===== src/sv/cisf_pkg.sv =====
// ----------------------------------------------------------------------------
// cisf_pkg: shared types and codes for the CAN id subscription filter
// Request and status codes, the queue entry between front and back, and
// the per-slot filter record.
// ----------------------------------------------------------------------------
`default_nettype none
package cisf_pkg;

	localparam int IdW = 29;
	localparam int SubW = 16;
	localparam int MaxResults = 16;

	// request codes
	localparam logic [1:0] REQ_SUB = 2'd0;
	localparam logic [1:0] REQ_APPEND = 2'd1;
	localparam logic [1:0] REQ_UNSUB = 2'd2;
	localparam logic [1:0] REQ_FRAME = 2'd3;

	// filter kinds
	localparam logic [1:0] KIND_RANGE = 2'd0;
	localparam logic [1:0] KIND_MASK = 2'd1;
	localparam logic [1:0] KIND_LIST = 2'd2;

	// status codes
	localparam logic [1:0] ST_OK = 2'd0;
	localparam logic [1:0] ST_FULL = 2'd1;
	localparam logic [1:0] ST_NOT_FOUND = 2'd2;
	localparam logic [1:0] ST_INVALID = 2'd3;

	// classified operation
	typedef enum logic [2:0] {
		OP_SUB,
		OP_BAD_KIND,
		OP_APPEND,
		OP_UNSUB,
		OP_BAD_TARGET,
		OP_FRAME
	} op_t;

	// one request in the queue
	typedef struct packed {
		logic            vld;
		op_t             op;
		logic [1:0]      kind;
		logic [IdW-1:0]  a;
		logic [IdW-1:0]  b;
	} q_entry_t;

	// one subscription slot
	typedef struct packed {
		logic [1:0]      kind;
		logic [IdW-1:0]  low;
		logic [IdW-1:0]  high;
		logic [SubW-1:0] ident;
	} slot_t;

endpackage
`default_nettype wire


===== src/sv/cisf_front.sv =====
// ----------------------------------------------------------------------------
// cisf_front: request intake
// Classifies each request into an operation and holds it in a two-entry
// queue for the back end.
// ----------------------------------------------------------------------------
`default_nettype none
module cisf_front import cisf_pkg::*; (
	input  wire logic            clk,
	input  wire logic            arst_n,
	input  wire logic            start,
	output logic                 busy,
	input  wire logic [1:0]      req_type,
	input  wire logic [1:0]      filter_kind,
	input  wire logic [IdW-1:0]  word_a,
	input  wire logic [IdW-1:0]  word_b,
	input  wire logic [SubW-1:0] target_sub,
	input  wire logic [IdW-1:0]  frame_id,
	input  wire logic            pop,
	output q_entry_t             head
);

	q_entry_t ent_q [2];
	logic     wr_q, rd_q;
	logic [1:0] cnt_q;
	q_entry_t cls;
	logic     push;

	// classify request
	always_comb begin
		cls = '0;
		cls.vld = 1'b1;
		cls.kind = filter_kind;
		cls.a = word_a;
		cls.b = word_b;
		case (req_type)
			REQ_SUB: cls.op = (filter_kind == 2'd3) ? OP_BAD_KIND : OP_SUB;
			REQ_APPEND: cls.op = OP_APPEND;
			REQ_UNSUB: begin
				cls.op = (target_sub == '0) ? OP_BAD_TARGET : OP_UNSUB;
				cls.a = IdW'(target_sub);
			end
			REQ_FRAME: begin
				cls.op = OP_FRAME;
				cls.a = frame_id;
			end
			default: cls.op = OP_BAD_KIND;
		endcase
	end

	assign busy = (cnt_q == 2'd2);
	assign push = start && !busy;

	always_comb begin
		head = ent_q[rd_q];
		head.vld = (cnt_q != 2'd0);
	end

	// queue storage
	always_ff @(posedge clk) begin
		if (push) ent_q[wr_q] <= cls;
	end

	// queue pointers
	always_ff @(posedge clk or negedge arst_n) begin
		if (!arst_n) begin
			wr_q <= 1'b0;
			rd_q <= 1'b0;
			cnt_q <= 2'd0;
		end else begin
			if (push) wr_q <= !wr_q;
			if (pop) rd_q <= !rd_q;
			cnt_q <= cnt_q + {1'b0, push} - {1'b0, pop};
		end
	end

endmodule
`default_nettype wire


===== config.mk =====
export PLATFORM = sky130hd
export DESIGN_NAME = cisf_front
export DESIGN_NICKNAME = d
export VERILOG_FILES = /design/src/sv/cisf_pkg.sv /design/src/sv/cisf_front.sv
export SDC_FILE = /design/constraint.sdc
export NUM_CORES = 1
export LEC_CHECK = 0
export ABC_AREA = 1
export BUFFER_PORTS_ARGS = -buffer_cell sky130_fd_sc_hd__buf_2
export CORE_MARGIN = 4
export CORE_UTILIZATION = 30
export DETAILED_ROUTE_END_ITERATION = 12
export PLACE_DENSITY = 0.5
export SLEW_MARGIN = 25
export SYNTH_ARGS = -nofsm -noshare
export SYNTH_HDL_FRONTEND = slang
export SYNTH_SLANG_ARGS = --single-unit

===== constraint.sdc =====
create_clock -name clk -period 4.5 [get_ports clk]
set_input_delay 0.675 -clock clk [delete_from_list [all_inputs] [get_ports clk]]
set_output_delay 0.675 -clock clk [all_outputs]
set_load 0.02 [all_outputs]

==> run_results.csv, run 1 <==
group,metric,value,unit
finish,final_nets,647,
power,pwr-share-seq,39.8,%
timing,min_period,3.06,ns
floorplan,initial_core_util,30.9,%
routing,drt-total-wl,12300,um
routing,drc,0,
finish,utilization,40.0,%
clock_tree,cts_max_path_buffers,2,
routing,drtPass1Iterations,4,
routing,wl_per_cell,15.9,um
finish,final_cell_mix,"buf_2 (175), edfxtp_1 (126), nand2_1 (70)",
synthesis,synthAdderAreaFrac,0.446,%
synthesis,ys_seq_elements,130,
power,p_comb_share,31.9,%
routing,drtIter0Drc,133,
worst_setup_path,ff2ff_path_depth,4,
routing,ant_nets,0,
finish,n_antenna_cell,0,
timing,finalCritPeriodShare,68.1,%
finish,drive_gt1_share,49.9,%
clock_tree,insertion_delay,0.40,ns
power,peakVddDrop,0.296,mV
worst_setup_path,crit-reg2reg-launch,"cnt_q[1]$_DFF_PN0_",
place,portBuffers,175,
floorplan,io-pin-count,176,
grt,grt_pass1_vias,3550,
place,place_ws,1.80,ns
synthesis,synth_top_family_by_area,"multiplexers",
worst_setup_path,start_kind,"flip-flop",
worst_setup_path,critPathMaxStageDelay,1.07,ns
synthesis,synth_area,5610,um2
timing,final_max_slew_viol_count,0,
clock_tree,cts_resized,0,
grt,grt_use_total,11.8,%
timing,worst_slack,1.44,ns
power,p_leak,3.08,nW
finish,final_common_cell,"buf_2",
synthesis,ys_warn_count,0,
power,fin_total_pwr,4.70,mW
timing,fmax,326,MHz
floorplan,die_area,20900,um2
clock_tree,cts.htree.levels,4,
clock_tree,path_clk_slew,0.05,ns
clock_tree,cts-buffers-inserted,17,
timing,setup_violations,0,
power,powerDensity,647,nW/um2
worst_setup_path,crit_chain,"buf_4 -> mux2_1 -> buf_2",
synthesis,syn_area_per_cell,15.8,um2
worst_setup_path,r2r_slack,2.70,ns
grt,grt_pass1_wl,18400,um
worst_setup_path,path_class,"reg2out",
routing,via_per_inst,4.42,
timing,hold_viol,0,
grt,overflow,0,
timing,skew,0.00393,ns
worst_setup_path,r2r_end,"ent_q[1][32]$_DFFE_PP_",
timing,slew_headroom,35.1,%
clock_tree,numClockSinks,130,
floorplan,row_count,49,
clock_tree,cts-hold-fix-buffers,0,
place,place_congestion,0.756,
power,clkPwrFrac,28.3,%
timing,finalSetupTns,0,ns
worst_setup_path,worstPathRequired,3.83,ns
synthesis,yosysSeqAreaShare,69.3,%
clock_tree,cts-root-buf,"clkbuf_16",
floorplan,core_area,18100,um2
power,p_sw,1.47,mW
synthesis,syn_inst,355,
routing,dr_total_vias,3429,
power,netSwitchingFraction,31.4,%
grt,grt_start_max_net_pins,64,
clock_tree,cts_tree,"yes",
outcome,status,"completed",
timing,holdWs,0.0632,ns
synthesis,synthMuxAreaShare,16.6,%
timing,worstMarginPinSlew,0.973,ns
synthesis,synth-compound-area-share,0.245,%
synthesis,synth_nets,468,
worst_hold_path,min_path_type,"in2async",
worst_setup_path,crit_arrival,2.39,ns
floorplan,die_h,145,um
synthesis,synth_cell_types,21,
synthesis,synth_xor_area_share,0.625,%
worst_setup_path,critPathMaxFanout,51,
floorplan,die_w,145,um
place,dp_hpwl,8390,um
synthesis,yosys.area_share.simple,10.1,%
worst_setup_path,critical-path-slowest-cell,"dfrtp_4",
clock_tree,postCtsSetupBuffers,0,
timing,rsz0062_at_grt,"false",
finish,area_growth,29.4,%
run,drv_cap,0,
power,p_int,3.22,mW
grt,antenna_found_initial,0,
worst_setup_path,cp-end-kind,"primary output",
[registers in the layout (all words and copies together), names as in the netlist]
register	flops
wr_q	1
rd_q	1
ent_q	126
cnt_q	2
[cells by family (layout without fill, tap and decap cells)]
kind of cell | count (synthesis) | after routing
and+or+nand+nor | 131 | 131
DFF | 130 | 130
muxes | 63 | 63
buffers and inverters | 23 | 215
xor gates and xnor gates | 4 | 4
adders and majority gates | 2 | 2
AOI/OAI and AO/OA | 2 | 2
[power by group through the flow]
stage | clock network (mW) | registers, mW | logic, mW
floorplan | 0 | 1.77 | 1.21
global placement | 0 | 1.90 | 1.51
detailed placement | 0 | 1.91 | 1.53
CTS | 1.37 | 1.88 | 1.53
global route | 1.44 | 1.91 | 1.60
finish | 1.33 | 1.87 | 1.50
[worst max-delay path: cells and delay by family (launching register included)]
family | cells | cell delay (ns)
flip-flops | 1 | 1.07
buffers and inverters | 2 | 0.56
multiplexers | 1 | 0.34
[cell usage after synthesis]
library cell / instances / area [um2]
buf_1: 1 / 3.75
buf_2: 7 / 35.0
buf_4: 1 / 7.51
buf_6: 7 / 78.8
clkbuf_1: 2 / 7.51
dfrtp_1: 4 / 100
edfxtp_1: 126 / 3780
ha_1: 2 / 25.0
inv_1: 3 / 11.3
inv_2: 2 / 7.51
mux2_1: 4 / 45.0
mux2_4: 59 / 886
nand2_1: 70 / 263
nand3_1: 46 / 230
nor2_1: 13 / 48.8
nor2_8: 1 / 20.0
o21ai_1: 1 / 5.00
o21ai_2: 1 / 8.76
or2_2: 1 / 6.26
xnor2_1: 1 / 8.76
xor2_1: 3 / 26.3
[metal layers]
| metal | wire, um | share of wire (%) | up-vias | GRT usage (%) |
|---|---|---|---|---|
| met4 | 157 | 1.3 | 0 | 4.91 |
| met5 | 0 | 0 | - | 0 |
| met3 | 841 | 6.8 | 16 | 3.29 |
| met1 | 5310 | 43 | 1615 | 14.4 |
| li1 | - | - | 1663 | - |
| met2 | 6040 | 49 | 135 | 19.8 |
[metrics by stage]
stage	area [um2]	cells
after floorplan	5610	355
after global placement	6680	744
after detailed placement	6680	744
after CTS	7260	776
after global routing	7260	776
final	7260	776
[area by class of cell]
| class | instances | area (um2) |
|---|---|---|
| multi-input cells | 202 | 1590 |
| clock buffers | 20 | 437 |
| fillers | 1735 | 10900 |
| inverters | 5 | 18.8 |
| flip-flops and latches | 130 | 3890 |
| repair buffers | 178 | 898 |
| clock inverters | 12 | 140 |
| well taps | 229 | 287 |
[worst max-delay path by stage]
| stage | startpoint | end | slack [ns] | depth (start not counted) |
|---|---|---|---|---|
| floorplan | start | ent_q[0][0]$_DFFE_PP_ | 0.63 | 2 |
| global placement | rd_q$_DFFE_PN0P_ | head[1] | 1.81 | 3 |
| detailed placement | rd_q$_DFFE_PN0P_ | head[1] | 1.80 | 3 |
| CTS | rd_q$_DFFE_PN0P_ | head[1] | 1.34 | 3 |
| global route | rd_q$_DFFE_PN0P_ | head[1] | 1.29 | 3 |
| finish | rd_q$_DFFE_PN0P_ | head[1] | 1.44 | 3 |
(Power assumes the default switching activity.)
==> inputs of run 2 (changes only) <==
==> constraint.sdc (replaced) <==
create_clock -name clk -period 3 [get_ports clk]
set_input_delay 0.45 -clock clk [delete_from_list [all_inputs] [get_ports clk]]
set_output_delay 0.45 -clock clk [all_outputs]
set_load 0.02 [all_outputs]
==> run 2 against run 1 <==
  * Core utilization is essentially flat
  * Global-route usage increased by 0.73 points
  * Final cell count up 0.26%
  * Worst setup slack worse by 0.99 ns
  * Register-to-register slack got worse by 1.3 ns
  * Non-clock buffer count rose by 4
  * Worst hold slack gained 0.16 ns
  * Sequential power rose by 46%
  * Routed wire length increased by 6.7%
  * Via count is 2.5% higher
  * Cell area about the same
  * Largest cell class unchanged
  * Largest power group unchanged
==> run_results.csv, run 2 (same netlist as run 1, synthesis figures left out) <==
group,metric,value,unit
outcome,status,"completed",
floorplan,die_h,145,um
timing,finalCritPeriodShare,85.1,%
timing,min_period,2.55,ns
timing,slew_headroom,50.0,%
worst_setup_path,crit_arrival,2.10,ns
place,postPlaceCellArea,6710,um2
worst_hold_path,min_path_type,"in2reg",
routing,drtIter0Drc,149,
run,drv_cap,0,
timing,final_max_slew_viol_count,0,
worst_setup_path,start_kind,"flip-flop",
clock_tree,postCtsSetupBuffers,0,
worst_setup_path,cp_top_family,"flip-flops",
finish,final_nets,651,
worst_hold_path,min_from,"word_b[6]",
timing,worst_slack,0.448,ns
worst_setup_path,critical-path-slowest-cell,"dfrtp_4",
timing,finalSetupTns,0,ns
clock_tree,cts.htree.levels,4,
grt,grt_start_max_net_pins,38,
clock_tree,cts-buffers-inserted,17,
routing,drtPass1Iterations,4,
finish,largest_reg_flops,126,
floorplan,row_count,49,
worst_setup_path,crit_chain,"buf_4 -> mux2_4 -> buf_2",
clock_tree,numClockSinks,130,
finish,final_cell_area,7250,um2
place,place_ws,0.651,ns
place,place_congestion,0.701,
clock_tree,insertion_delay,0.41,ns
power,p_leak,3.08,nW
clock_tree,path_clk_slew,0.05,ns
clock_tree,cts_resized,0,
timing,setup_violations,0,
place,dp_hpwl,9090,um
floorplan,core_area,18100,um2
floorplan,io-pin-count,176,
finish,top_regs,"ent_q (126), cnt_q (2)",
finish,utilization,40.0,%
worst_setup_path,cp-end-kind,"primary output",
worst_setup_path,crit_path_start,"rd_q$_DFFE_PN0P_",
routing,ant_nets,0,
floorplan,die_area,20900,um2
timing,skew,0.00743,ns
grt,grt_use_total,12.5,%
finish,regMostFlops,"ent_q",
grt,grt_pass1_wl,19800,um
clock_tree,cts-hold-fix-buffers,1,
finish,seqCellArea,3890,um2
finish,area_growth,29.3,%
timing,worstMarginPinSlew,0.750,ns
worst_setup_path,critPathBufInv,2,
routing,drc,0,
place,portBuffers,175,
routing,wl_per_cell,16.9,um
finish,multiInputGateArea,1590,um2
power,powerDensity,963,nW/um2
power,peakVddDrop,0.394,mV
routing,via_per_inst,4.52,
finish,drive_gt1_share,49.0,%
place,place_inst,747,
timing,fmax,392,MHz
timing,holdWs,0.228,ns
worst_setup_path,critPathMaxStageDelay,0.82,ns
routing,dr_total_vias,3514,
clock_tree,cts-root-buf,"clkbuf_16",
worst_setup_path,worstPathRequired,2.55,ns
grt,grt_pass1_vias,3739,
grt,antenna_found_initial,1,
worst_setup_path,crit-reg2reg-launch,"cnt_q[0]$_DFF_PN0_",
worst_setup_path,critPathMaxFanout,30,
routing,drt-total-wl,13200,um
clock_tree,cts_tree,"yes",
finish,nFillCells,1759,
power,fin_total_pwr,6.99,mW
timing,hold_viol,0,
timing,rsz0062_at_grt,"false",
grt,overflow,0,
worst_setup_path,path_class,"reg2out",
finish,final_common_cell,"buf_2",
floorplan,initial_core_util,30.9,%
finish,instances_no_fill,778,
finish,n_antenna_cell,0,
floorplan,die_w,145,um
clock_tree,cts_max_path_buffers,2,
finish,final_cell_mix,"buf_2 (175), edfxtp_1 (126), nand2_1 (70)",
## run 2: changes by cell type in the layout (fill, tap and decap cells not counted)
| cell | delta |
|---|---|
| clkinv_4 | -1 |
| buf_4 | +2 |
| buf_12 | +1 |
| clkinvlp_4 | -1 |
| clkinv_2 | -4 |
| dlygate4sd3_1 | +1 |
| clkinv_1 | +6 |
| clkbuf_1 | -1 |
| bufinv_16 | -1 |
## run 2: path summary, 6_finish.rpt
path / depth (start not counted) / slack, ns / endpoint
max: 3 / 0.45 / head[60]
max in group asynchronous: 2 / 2.50 / rd_q$_DFFE_PN0P_
min: 1 / 0.23 / ent_q[1][6]$_DFFE_PP_
min in group asynchronous: 2 / 0.37 / cnt_q[1]$_DFF_PN0_
min reg2reg: 2 / 0.58 / cnt_q[1]$_DFF_PN0_
max reg2reg: 6 / 1.37 / cnt_q[1]$_DFF_PN0_
## run 2: report_power, final
part	total [mW]	internal [mW]	switching, mW
logic	2.37	1.05	1.32
clock network	1.89	1.19	0.704
registers	2.73	2.51	0.219
total	6.99	4.75	2.24
## run 2: layout make-up
cell class	count	share of cell area, %
inverter	5	0.259
clock inverter	11	1.33
timing repair buffer	182	13.0
sequential	130	53.6
multi-input combinational	202	21.9
clock buffer	19	5.97
tap	229	3.95
## run 2: per-layer routing
metal  vias up  part of all wire (%)  wire, um  track usage (%)
met5         -                 0.061         8                0
met3        14                   7.9      1040             4.34
met1      1695                    43      5680             15.3
li1       1665                     -         -                -
met2       138                    47      6240             20.5
met4         2                   1.7       218             4.91
